### config.mk
export PLATFORM = sky130hd
export DESIGN_NAME = auto_reload_timer_bank
export DESIGN_NICKNAME = d
export VERILOG_FILES = /design/src/design/arb_pkg.sv /design/src/design/auto_reload_timer_bank.sv /design/src/design/arb_ram.sv
export VERILOG_INCLUDE_DIRS = /design/src /design/src/design
export SDC_FILE = /design/constraint.sdc
export NUM_CORES = 1
export LEC_CHECK = 0
export BUFFER_PORTS_ARGS = -buffer_cell sky130_fd_sc_hd__buf_2
export CAP_MARGIN = 5
export CORE_UTILIZATION = 61
export CTS_CLUSTER_DIAMETER = 80
export DETAILED_ROUTE_END_ITERATION = 12
export PLACE_DENSITY = 0.79
export SETUP_SLACK_MARGIN = 0.2
export SLEW_MARGIN = 20
export SYNTH_ARGS = -nofsm -noshare
export SYNTH_HDL_FRONTEND = slang
export SYNTH_HIERARCHICAL = 1
export SYNTH_SLANG_ARGS = --single-unit
export TNS_END_PERCENT = 50
### constraint.sdc
create_clock -name i_clk -period 6.9 [get_ports i_clk]
set_input_delay 1.38 -clock i_clk [delete_from_list [all_inputs] [get_ports i_clk]]
set_output_delay 1.38 -clock i_clk [all_outputs]
set_load 0.01 [all_outputs]
### src/design/assert_macros.svh
// Assertion macros shared by the timer bank RTL.
// Expects i_clk and i_rst_n in the scope of use.
`ifndef ASSERT_MACROS_SVH
`define ASSERT_MACROS_SVH

// Check a property on every rising clock edge, off while in reset.
`define ASSERT_CLK(lbl, prop, msg) \
    lbl: assert property (@(posedge i_clk) disable iff (!i_rst_n) (prop)) else $error(msg);

// Check that a condition never holds on a rising clock edge outside reset.
`define ASSERT_NEVER(lbl, cond, msg) \
    lbl: assert property (@(posedge i_clk) disable iff (!i_rst_n) !(cond)) else $error(msg);

`endif

### src/design/arb_pkg.sv
// Types and constants of the auto-reload timer bank.
// No dependencies.
`default_nettype none

package arb_pkg;

    localparam int PERIOD_W = 16;
    localparam int COUNT_W  = 32;
    localparam int MASK_W   = 8;
    localparam int ID_W     = 3;

    typedef enum logic [2:0] {
        OP_TICK       = 3'd0,
        OP_REQUEST    = 3'd1,
        OP_SET_PERIOD = 3'd2,
        OP_RESTART    = 3'd3,
        OP_RELEASE    = 3'd4
    } t_opcode;

    typedef struct packed {
        t_opcode             opcode;
        logic [ID_W-1:0]     slot_id;
        logic [PERIOD_W-1:0] period_ticks;
    } t_cmd;

    typedef struct packed {
        logic [MASK_W-1:0]  fired_mask;
        logic               granted;
        logic [ID_W-1:0]    granted_slot;
        logic [COUNT_W-1:0] tick_count;
    } t_res;

    typedef struct packed {
        logic [PERIOD_W-1:0] period;
        logic [PERIOD_W-1:0] remain;
    } t_slot;

endpackage

`default_nettype wire

### src/design/auto_reload_timer_bank.sv
// Auto-reload timer bank: a 32-bit tick count and NUM_SLOTS countdown slots.
// Depends on arb_pkg, arb_ram and assert_macros.svh.
//
// A command is taken when start is high and busy is low; its one result is shown
// on o_res, with o_done high for a single cycle, and cannot be held off. Slot state
// lives in one RAM swept by a single decrement-and-compare unit, one slot per
// cycle. After a command is taken, busy stays high while a tick sweeps every slot,
// while a request searches for a free slot, and while a set period, restart or
// release is applied, with an extra RAM write on a restart of a slot in use; o_done
// rises in the cycle in which busy falls.
`default_nettype none
`include "assert_macros.svh"

module auto_reload_timer_bank import arb_pkg::*; #(
    parameter int NUM_SLOTS = 8
) (
    input  wire logic i_clk,
    input  wire logic i_rst_n,
    input  wire logic start,
    input  wire t_cmd i_cmd,
    output logic      busy,
    output logic      o_done,
    output t_res      o_res
);

    localparam int SW = (NUM_SLOTS > 1) ? $clog2(NUM_SLOTS) : 1;
    localparam int CW = SW + 1;

    typedef enum logic [2:0] {
        S_IDLE,
        S_TICK,
        S_REQ,
        S_APPLY,
        S_RESTART_WR,
        S_FINISH
    } t_state;

    t_state               r_state;
    t_cmd                 r_cmd;
    logic [CW-1:0]        r_idx;
    logic                 r_pend;
    logic [SW-1:0]        r_pslot;
    logic [NUM_SLOTS-1:0] r_in_use;
    logic [COUNT_W-1:0]   r_count;
    logic [MASK_W-1:0]    r_fired;
    logic                 r_grant;
    logic [ID_W-1:0]      r_gslot;
    logic                 r_done;
    t_res                 r_res;

    logic                w_we;
    logic [SW-1:0]       w_waddr;
    t_slot               w_wdata;
    logic [SW-1:0]       w_raddr;
    t_slot               w_rdata;
    logic [PERIOD_W-1:0] w_dec;
    logic                w_expire;
    logic                w_in_range;
    logic [SW-1:0]       w_cslot;
    logic [SW-1:0]       w_ridx;

    arb_ram #(
        .WIDTH ($bits(t_slot)),
        .DEPTH (NUM_SLOTS)
    ) u_slot_ram (
        .i_clk   (i_clk),
        .i_we    (w_we),
        .i_waddr (w_waddr),
        .i_wdata (w_wdata),
        .i_raddr (w_raddr),
        .o_rdata (w_rdata)
    );

    assign w_ridx     = r_idx[SW-1:0];
    assign w_in_range = (7'(r_cmd.slot_id) < 7'(NUM_SLOTS));
    assign w_cslot    = SW'(r_cmd.slot_id);
    assign w_dec      = w_rdata.remain - PERIOD_W'(1);
    assign w_expire   = r_pend && r_in_use[r_pslot] && (w_dec == '0);

    always_comb begin
        w_we    = 1'b0;
        w_waddr = w_cslot;
        w_wdata = '{period: r_cmd.period_ticks, remain: r_cmd.period_ticks};
        w_raddr = w_ridx;
        case (r_state)
            S_TICK: begin
                w_we    = r_pend && r_in_use[r_pslot];
                w_waddr = r_pslot;
                w_wdata = '{period: w_rdata.period,
                            remain: w_expire ? w_rdata.period : w_dec};
            end
            S_REQ: begin
                w_we    = !r_in_use[w_ridx];
                w_waddr = w_ridx;
            end
            S_APPLY: begin
                w_we    = w_in_range && (r_cmd.opcode == OP_SET_PERIOD);
                w_raddr = w_cslot;
            end
            S_RESTART_WR: begin
                w_we    = 1'b1;
                w_wdata = '{period: w_rdata.period, remain: w_rdata.period};
            end
            default: begin
                w_we = 1'b0;
            end
        endcase
    end

    always_ff @(posedge i_clk) begin
        if (!i_rst_n) begin
            r_state  <= S_IDLE;
            r_in_use <= '0;
            r_count  <= '0;
            r_done   <= 1'b0;
            r_pend   <= 1'b0;
        end else begin
            r_done <= 1'b0;
            case (r_state)
                S_IDLE: begin
                    if (start) begin
                        r_cmd   <= i_cmd;
                        r_idx   <= '0;
                        r_pend  <= 1'b0;
                        r_fired <= '0;
                        r_grant <= 1'b0;
                        r_gslot <= '0;
                        case (i_cmd.opcode)
                            OP_TICK: begin
                                r_count <= r_count + COUNT_W'(1);
                                r_state <= S_TICK;
                            end
                            OP_REQUEST: begin
                                r_state <= (i_cmd.period_ticks != '0) ? S_REQ : S_FINISH;
                            end
                            OP_SET_PERIOD, OP_RESTART, OP_RELEASE: begin
                                r_state <= S_APPLY;
                            end
                            default: begin
                                r_state <= S_FINISH;
                            end
                        endcase
                    end
                end
                S_TICK: begin
                    if (w_expire) begin
                        r_fired <= r_fired | (MASK_W'(1) << r_pslot);
                    end
                    if (r_idx == CW'(NUM_SLOTS)) begin
                        r_pend  <= 1'b0;
                        r_state <= S_FINISH;
                    end else begin
                        r_pend  <= 1'b1;
                        r_pslot <= w_ridx;
                        r_idx   <= r_idx + CW'(1);
                    end
                end
                S_REQ: begin
                    if (!r_in_use[w_ridx]) begin
                        r_in_use[w_ridx] <= 1'b1;
                        r_grant          <= 1'b1;
                        r_gslot          <= ID_W'(w_ridx);
                        r_state          <= S_FINISH;
                    end else if (r_idx == CW'(NUM_SLOTS - 1)) begin
                        r_state <= S_FINISH;
                    end else begin
                        r_idx <= r_idx + CW'(1);
                    end
                end
                S_APPLY: begin
                    r_state <= S_FINISH;
                    if (w_in_range) begin
                        case (r_cmd.opcode)
                            OP_SET_PERIOD: begin
                                r_in_use[w_cslot] <= (r_cmd.period_ticks != '0);
                            end
                            OP_RELEASE: begin
                                r_in_use[w_cslot] <= 1'b0;
                            end
                            OP_RESTART: begin
                                if (r_in_use[w_cslot]) begin
                                    r_state <= S_RESTART_WR;
                                end
                            end
                            default: begin
                                r_state <= S_FINISH;
                            end
                        endcase
                    end
                end
                S_RESTART_WR: begin
                    r_state <= S_FINISH;
                end
                S_FINISH: begin
                    r_done  <= 1'b1;
                    r_res   <= '{fired_mask:   r_fired,
                                 granted:      r_grant,
                                 granted_slot: r_gslot,
                                 tick_count:   r_count};
                    r_state <= S_IDLE;
                end
                default: begin
                    r_state <= S_IDLE;
                end
            endcase
        end
    end

    assign busy   = (r_state != S_IDLE);
    assign o_done = r_done;
    assign o_res  = r_res;

    `ASSERT_CLK(a_done_after_busy, o_done |-> $past(busy), "result without work")
    `ASSERT_CLK(a_accept_busy, (start && !busy) |=> busy, "request taken but not busy")
    `ASSERT_NEVER(a_fired_tick_only,
        o_done && (r_cmd.opcode != OP_TICK) && (o_res.fired_mask != '0),
        "fired mask on a non-tick request")

endmodule

`default_nettype wire

### src/design/arb_ram.sv
// Generic single-write, single-read RAM with registered read data.
// No dependencies.
`default_nettype none

module arb_ram #(
    parameter int WIDTH = 32,
    parameter int DEPTH = 8,
    localparam int AW = (DEPTH > 1) ? $clog2(DEPTH) : 1
) (
    input  wire logic             i_clk,
    input  wire logic             i_we,
    input  wire logic [AW-1:0]    i_waddr,
    input  wire logic [WIDTH-1:0] i_wdata,
    input  wire logic [AW-1:0]    i_raddr,
    output logic      [WIDTH-1:0] o_rdata
);

    logic [WIDTH-1:0] r_mem [DEPTH];
    logic [WIDTH-1:0] r_rdata;

    always_ff @(posedge i_clk) begin
        if (i_we) begin
            r_mem[i_waddr] <= i_wdata;
        end
        r_rdata <= r_mem[i_raddr];
    end

    assign o_rdata = r_rdata;

endmodule

`default_nettype wire
==> results.json, run 1 <==
{
  "track_usage": 0.240,
  "layout_min_cycle_time_ns": 3.75,
  "required_ns": 7.13,
  "worstReg2RegStart": "r_state[0]",
  "die_x_um": 169,
  "slowest_stage": "nor2_4",
  "gp_congestion": 0.872,
  "postCtsResizedCells": 0,
  "yosys_warnings": 6,
  "die_h_um": 169,
  "whs_ns": 0.417,
  "clk_root_buffer_cell": "clkbuf_16",
  "crit_path_end_kind": "register",
  "clock_latency_ns": 0.53,
  "pin_count": 71,
  "dp.final_hpwl_um": 19500,
  "drive_gt1_frac": 0.211,
  "switchingPower_mw": 1.78,
  "yosysUniqueCellTypes": 66,
  "final_area_mm2": 0.0191,
  "fin_nets": 1159,
  "clkTransAtPathRegs_ns": 0.06,
  "cp_max_fo": 18,
  "crit_buf_inv": 2,
  "p_seq_frac": 0.499,
  "pre_cts_slack_ns": 3.14,
  "comb_power_share": 0.173,
  "synthArstFlopShare": 0,
  "busiest_layer": "met2",
  "routed_via_density": 6.21,
  "syn-cell-area_mm2": 0.0170,
  "layout_commonest_cell": "edfxtp_1",
  "grt_start_max_net_pins": 65,
  "slew_violations": 0,
  "rsz0062_at_grt": "no",
  "io_buffers": 70,
  "ys_ff_latch": 418,
  "ctsHtreeMaxLevel": 2,
  "syn_inst": 1051,
  "tightestPinTransition_ns": 0.982,
  "grt_pass1_vias": 9206,
  "reg2reg_to": "u_slot_ram/r_mem[2][30]",
  "fin_cells": 1531,
  "syn-mean-instance-area_um2": 16.1,
  "slew_headroom": 0.343,
  "critical_path_arrival_ns": 3.98,
  "antenna_found_initial": 0,
  "worstSetupPathType": "reg2reg",
  "met1_usage": 0.335,
  "drc": 0,
  "core_area_mm2": 0.0271,
  "fmax_mhz": 267,
  "synthToLayoutAreaGrowth_pct": 12.3,
  "start_util": 0.626,
  "setup_violations": 0,
  "skew_ns": 0.0147,
  "synth-edff-count": 341,
  "status": "finished, final reports clean",
  "critPathLaunchType": "register",
  "ir_drop_mv": 0.281,
  "ys_seq_area_frac": 0.694,
  "postPlaceCellArea_mm2": 0.0177,
  "swShare": 0.265,
  "multi_input_area_mm2": 0.00497,
  "min_to": "o_res[32]",
  "dr.pass1.iters": 6,
  "syn_nets": 1081,
  "cts_tree": "yes",
  "avgRoutedWirePerCell_um": 21.8,
  "finalHoldViolCount": 0,
  "worst_path_dominant_cell_family": "simple AND/OR/NAND/NOR gates",
  "ant_nets": 0,
  "whs_path_depth": 0,
  "layout_common_cells": "edfxtp_1, nand2_1, dfxtp_1",
  "cts_sinks": 418,
  "setup_ws_ns": 3.15,
  "use_met3": 0.0407,
  "rows": 60,
  "rrSetupSlack_ns": 3.15,
  "wl_um": 33300,
  "cts_buffers": 41,
  "p_clk_frac": 0.327,
  "met2_usage": 0.392,
  "place_inst": 1458,
  "postCtsHoldBufs": 0,
  "yosys_most_used_dff": "edfxtp_1",
  "grt_pass1_wl_um": 51900,
  "vias": 9507,
  "fin_setup_tns_ns": 0,
  "hold_class": "reg2reg",
  "clk_path_buf_depth": 3,
  "power_density_mw_per_mm2": 351,
  "ff2ff_path_depth": 7,
  "antenna_cells": 0,
  "fin_crit_sh": 0.544,
  "first_iter_violations": 1050,
  "p_leak_nw": 6.49,
  "path_cells": "inv_1, nor3_1, nor2_1, a221o_1, nand2b_1, nor2_4, buf_16",
  "max_stage_delay_ns": 0.73,
  "power.internal_mw": 4.92,
  "die-area_mm2": 0.0285,
  "min-delay-start": "r_gslot[0]",
  "globalRouteOverflowTotal": 0,
  "cap_viol_max_count": 0,
  "nFillCells": 1697,
  "area.sequential_mm2": 0.0118,
  "postCtsSetupBuffers": 0
}
[sequential cells by signal, summed over array words and instances (netlist names), 4 cells and up]
name and count:
u_slot_ram/r_mem 256, o_res 44, r_count 32, u_slot_ram/o_rdata 32, r_cmd 19, r_fired 8
r_in_use 8, r_idx 4
[cells by family (layout without fill, tap and decap cells)]
logic type | Yosys count | count (layout) | share of synthesized area
and+or+nand+nor | 301 | 301 | 0.0902
DFF | 418 | 418 | 0.694
xor gates and xnor gates | 38 | 38 | 0.0196
muxes | 105 | 105 | 0.121
buffers and inverters | 62 | 170 | 0.0185
AOI/OAI and AO/OA | 122 | 122 | 0.0531
adders and majority gates | 5 | 5 | 0.00369
[power groups by stage]
stage	Clock (mW)	Sequential, mW	Combinational, mW
2_1_floorplan	0	3.32	0.872
3_3_place_gp	0	3.38	1.10
3_5_place_dp	0	3.39	1.15
4_1_cts	2.22	3.34	1.16
5_1_grt	2.33	3.37	1.26
6_report	2.19	3.34	1.16
[cells in the mapped netlist (all sizes together), types with 12 or more instances]
library cell	instances	share of area
and2	26	0.0096
mux4	64	0.094
xnor2	26	0.013
o21ai	31	0.0098
xor2	12	0.0062
nand3	20	0.0062
buf	19	0.0084
dfxtp	77	0.091
mux2	38	0.025
nand2	83	0.018
nor4	18	0.0075
edfxtp	341	0.60
nor2	63	0.014
nor3	22	0.0068
nand4	18	0.0066
clkbuf	29	0.0070
inv	14	0.0031
[how the worst max path moves through the flow]
| stage | start | end | slack, ns | depth (start not counted) |
|---|---|---|---|---|
| after global placement | i_rst_n | r_gslot[0] | 3.23 | 3 |
| after global routing | r_state[0] | u_slot_ram/r_mem[2][30] | 2.95 | 7 |
| after floorplan | i_rst_n | o_res[0] | 1.52 | 2 |
| after detailed placement | start | r_count[31] | 3.14 | 7 |
| after CTS | r_state[0] | u_slot_ram/r_mem[2][30] | 3.27 | 7 |
| final | r_state[0] | u_slot_ram/r_mem[2][30] | 3.15 | 7 |
[metrics by stage]
stage	total power [mW]	util
floorplan	4.19	-
global placement	4.48	0.653
detailed placement	4.54	0.654
CTS	6.73	0.703
global route	6.95	0.704
finish	6.70	0.704
[layout make-up]
| cell class | instances | share of cell area |
|---|---|---|
| Inverter | 14 | 0.00276 |
| Clock buffer | 56 | 0.0595 |
| Clock inverter | 17 | 0.0103 |
| Tap cell | 372 | 0.0244 |
| Sequential cell | 418 | 0.618 |
| Multi-Input combinational cell | 571 | 0.261 |
| Timing Repair Buffer | 83 | 0.0245 |
[metal layers]
layer,up-vias,share of wire,wire length (um)
met1,4710,0.42,13900
met4,0,0.024,810
met2,422,0.48,16200
li1,4304,-,-
met5,-,0,0
met3,71,0.074,2460
Power figures use the tool's default switching activity.
==> run 2, diff against run 1 <==
--- a/config.mk
+++ b/config.mk
@@ -8,10 +8,10 @@
 export LEC_CHECK = 0
 export BUFFER_PORTS_ARGS = -buffer_cell sky130_fd_sc_hd__buf_2
 export CAP_MARGIN = 5
-export CORE_UTILIZATION = 61
+export CORE_UTILIZATION = 55
 export CTS_CLUSTER_DIAMETER = 80
 export DETAILED_ROUTE_END_ITERATION = 12
-export PLACE_DENSITY = 0.79
+export PLACE_DENSITY = 0.75
 export SETUP_SLACK_MARGIN = 0.2
 export SLEW_MARGIN = 20
 export SYNTH_ARGS = -nofsm -noshare
==> constraint.sdc (replaced) <==
create_clock -name i_clk -period 3.3 [get_ports i_clk]
set_input_delay 0.66 -clock i_clk [delete_from_list [all_inputs] [get_ports i_clk]]
set_output_delay 0.66 -clock i_clk [all_outputs]
set_load 0.01 [all_outputs]
==> run 2 against run 1 <==
- sequential share of layout area down 1.0 points
- clock skew grew 0.017 ns
- routed wire length is 1.5% higher
- register-to-register slack got worse by 2.8 ns
- count of clock-buffer cells in the layout shrank 1
- die area rose by 11%
- largest cell class unchanged
- highest routed layer unchanged
- critical path type unchanged
- cell count increased by 2.6%
==> results.json, run 2 (same netlist as run 1, synthesis figures left out) <==
{
  "largest_reg_flops": 256,
  "die_x_um": 178,
  "ctsHtreeMaxLevel": 2,
  "fin_cells": 1571,
  "met1_usage": 0.299,
  "grt_pass1_vias": 9504,
  "cap_viol_max_count": 0,
  "skew_ns": 0.0317,
  "endpoint": "u_slot_ram/r_mem[2][1]",
  "tightestPinTransition_ns": 0.810,
  "worst_path_dominant_cell_family": "simple AND/OR/NAND/NOR gates",
  "swShare": 0.268,
  "power_density_mw_per_mm2": 735,
  "pin_count": 71,
  "dr.pass1.iters": 5,
  "cts_tree": "yes",
  "finalHoldViolCount": 0,
  "antenna_cells": 0,
  "rsz0062_at_grt": "yes",
  "layout_min_cycle_time_ns": 2.92,
  "worstReg2RegStart": "u_slot_ram/o_rdata[0]",
  "worstSetupPathType": "reg2reg",
  "clk_root_buffer_cell": "clkbuf_16",
  "crit_buf_inv": 1,
  "clock_latency_ns": 0.56,
  "clkTransAtPathRegs_ns": 0.06,
  "die_h_um": 178,
  "grt_pass1_wl_um": 52200,
  "dp.final_hpwl_um": 20400,
  "pre_cts_slack_ns": 0.193,
  "cp_max_fo": 8,
  "p_clk_frac": 0.333,
  "fin_nets": 1177,
  "die-area_mm2": 0.0316,
  "drive_gt1_frac": 0.228,
  "whs_path_depth": 1,
  "avgRoutedWirePerCell_um": 21.5,
  "first_iter_violations": 736,
  "gp_congestion": 0.910,
  "place_inst": 1492,
  "globalRouteOverflowTotal": 0,
  "setup_ws_ns": 0.383,
  "path_cells": "inv_1, ha_1, nor3b_4, a32o_1, a32oi_1, or4_4, or2_1, a221o_1",
  "critical_path_arrival_ns": 3.16,
  "final_util": 0.645,
  "busiest_layer": "met2",
  "grt_start_max_net_pins": 65,
  "slowest_stage": "or4_4",
  "vias": 9456,
  "status": "finished, final reports clean",
  "postPlaceCellArea_mm2": 0.0180,
  "p_seq_frac": 0.490,
  "largest_register": "u_slot_ram/r_mem",
  "final_area_mm2": 0.0194,
  "layout_common_cells": "edfxtp_1, nand2_1, dfxtp_1",
  "ff2ff_path_depth": 8,
  "max_stage_delay_ns": 0.53,
  "critical_path_depth": 8,
  "power.internal_mw": 10.4,
  "start_util": 0.565,
  "io_buffers": 70,
  "min-delay-start": "i_cmd[11]",
  "met2_usage": 0.361,
  "setup_violations": 0,
  "crit_path_end_kind": "register",
  "drc": 0,
  "slew_violations": 0,
  "cts_sinks": 418,
  "ant_nets": 0,
  "track_usage": 0.221,
  "critPathLaunch": "u_slot_ram/o_rdata[0]",
  "wl_um": 33800,
  "p_leak_nw": 6.62,
  "fmax_mhz": 343,
  "reg2reg_to": "u_slot_ram/r_mem[2][1]",
  "layout_commonest_cell": "edfxtp_1",
  "slew_headroom": 0.459,
  "core_area_mm2": 0.0300,
  "antenna_found_initial": 2,
  "clk_path_buf_depth": 3,
  "rrSetupSlack_ns": 0.38,
  "critPathLaunchType": "register",
  "rows": 63,
  "whs_ns": 0.291,
  "ir_drop_mv": 0.446,
  "switchingPower_mw": 3.82,
  "use_met3": 0.0375,
  "synthToLayoutAreaGrowth_pct": 14.2,
  "cts_buffers": 42,
  "fin_crit_sh": 0.884,
  "routed_via_density": 6.02,
  "hold_class": "in2reg",
  "comb_power_share": 0.177,
  "required_ns": 3.54
}
==> run 2: worst register-to-register path: stages (launching register included) <==
cell and delay, ns:
dfxtp_1 0.39, inv_1 0.09, ha_1 0.23, nor3b_4 0.38, a32o_1 0.22, a32oi_1 0.12
or4_4 0.54, or2_1 0.26, a221o_1 0.41
==> run 2: worst min-delay path by stage <==
stage / end / slack [ns]
2_1_floorplan: o_res[32] / 0.40
3_3_place_gp: o_res[33] / 0.40
3_5_place_dp: o_res[33] / 0.40
4_1_cts: r_cmd[8] / 0.27
5_1_grt: r_cmd[11] / 0.28
6_report: r_cmd[11] / 0.29
==> run 2: cell type report <==
cell class | instances | area (um2)
well taps | 390 | 488
clock inverters | 23 | 241
inverters | 14 | 52.6
multi-input cells | 571 | 5010
clock buffers | 55 | 1150
flip-flops and latches | 418 | 11800
repair buffers | 100 | 663
fillers | 2072 | 10600
==> run 2: power groups by stage <==
stage                     sequential, mW  combinational [mW]  clock (mW)
final                               6.98                2.52        4.74
after global routing                7.03                2.75        5.01
after CTS                           6.98                2.51        4.82
after detailed placement            7.08                2.49           0
after global placement              7.06                2.43           0
after floorplan                     6.93                1.83           0
==> run 2: what timing repair did <==
item,4_1_cts,5_1_grt
hold buffers,0,0
hold endpoints to repair,0,0
buffers inserted,0,1
endpoints found under the setup margin,8,104
resized for setup,1,4
==> run 2: metrics by stage <==
step / TNS, ns / total power, mW
final: 0 / 14.2
after global routing: 0 / 14.8
after CTS: 0 / 14.3
after detailed placement: 0 / 9.57
after global placement: 0 / 9.49
after floorplan: -69.56 / 8.76
==> run 2: layer usage <==
metal | part of all wire | up-vias
met5 | 0 | -
met3 | 0.065 | 79
met1 | 0.42 | 4698
li1 | - | 4348
met4 | 0.031 | 0
met2 | 0.48 | 331
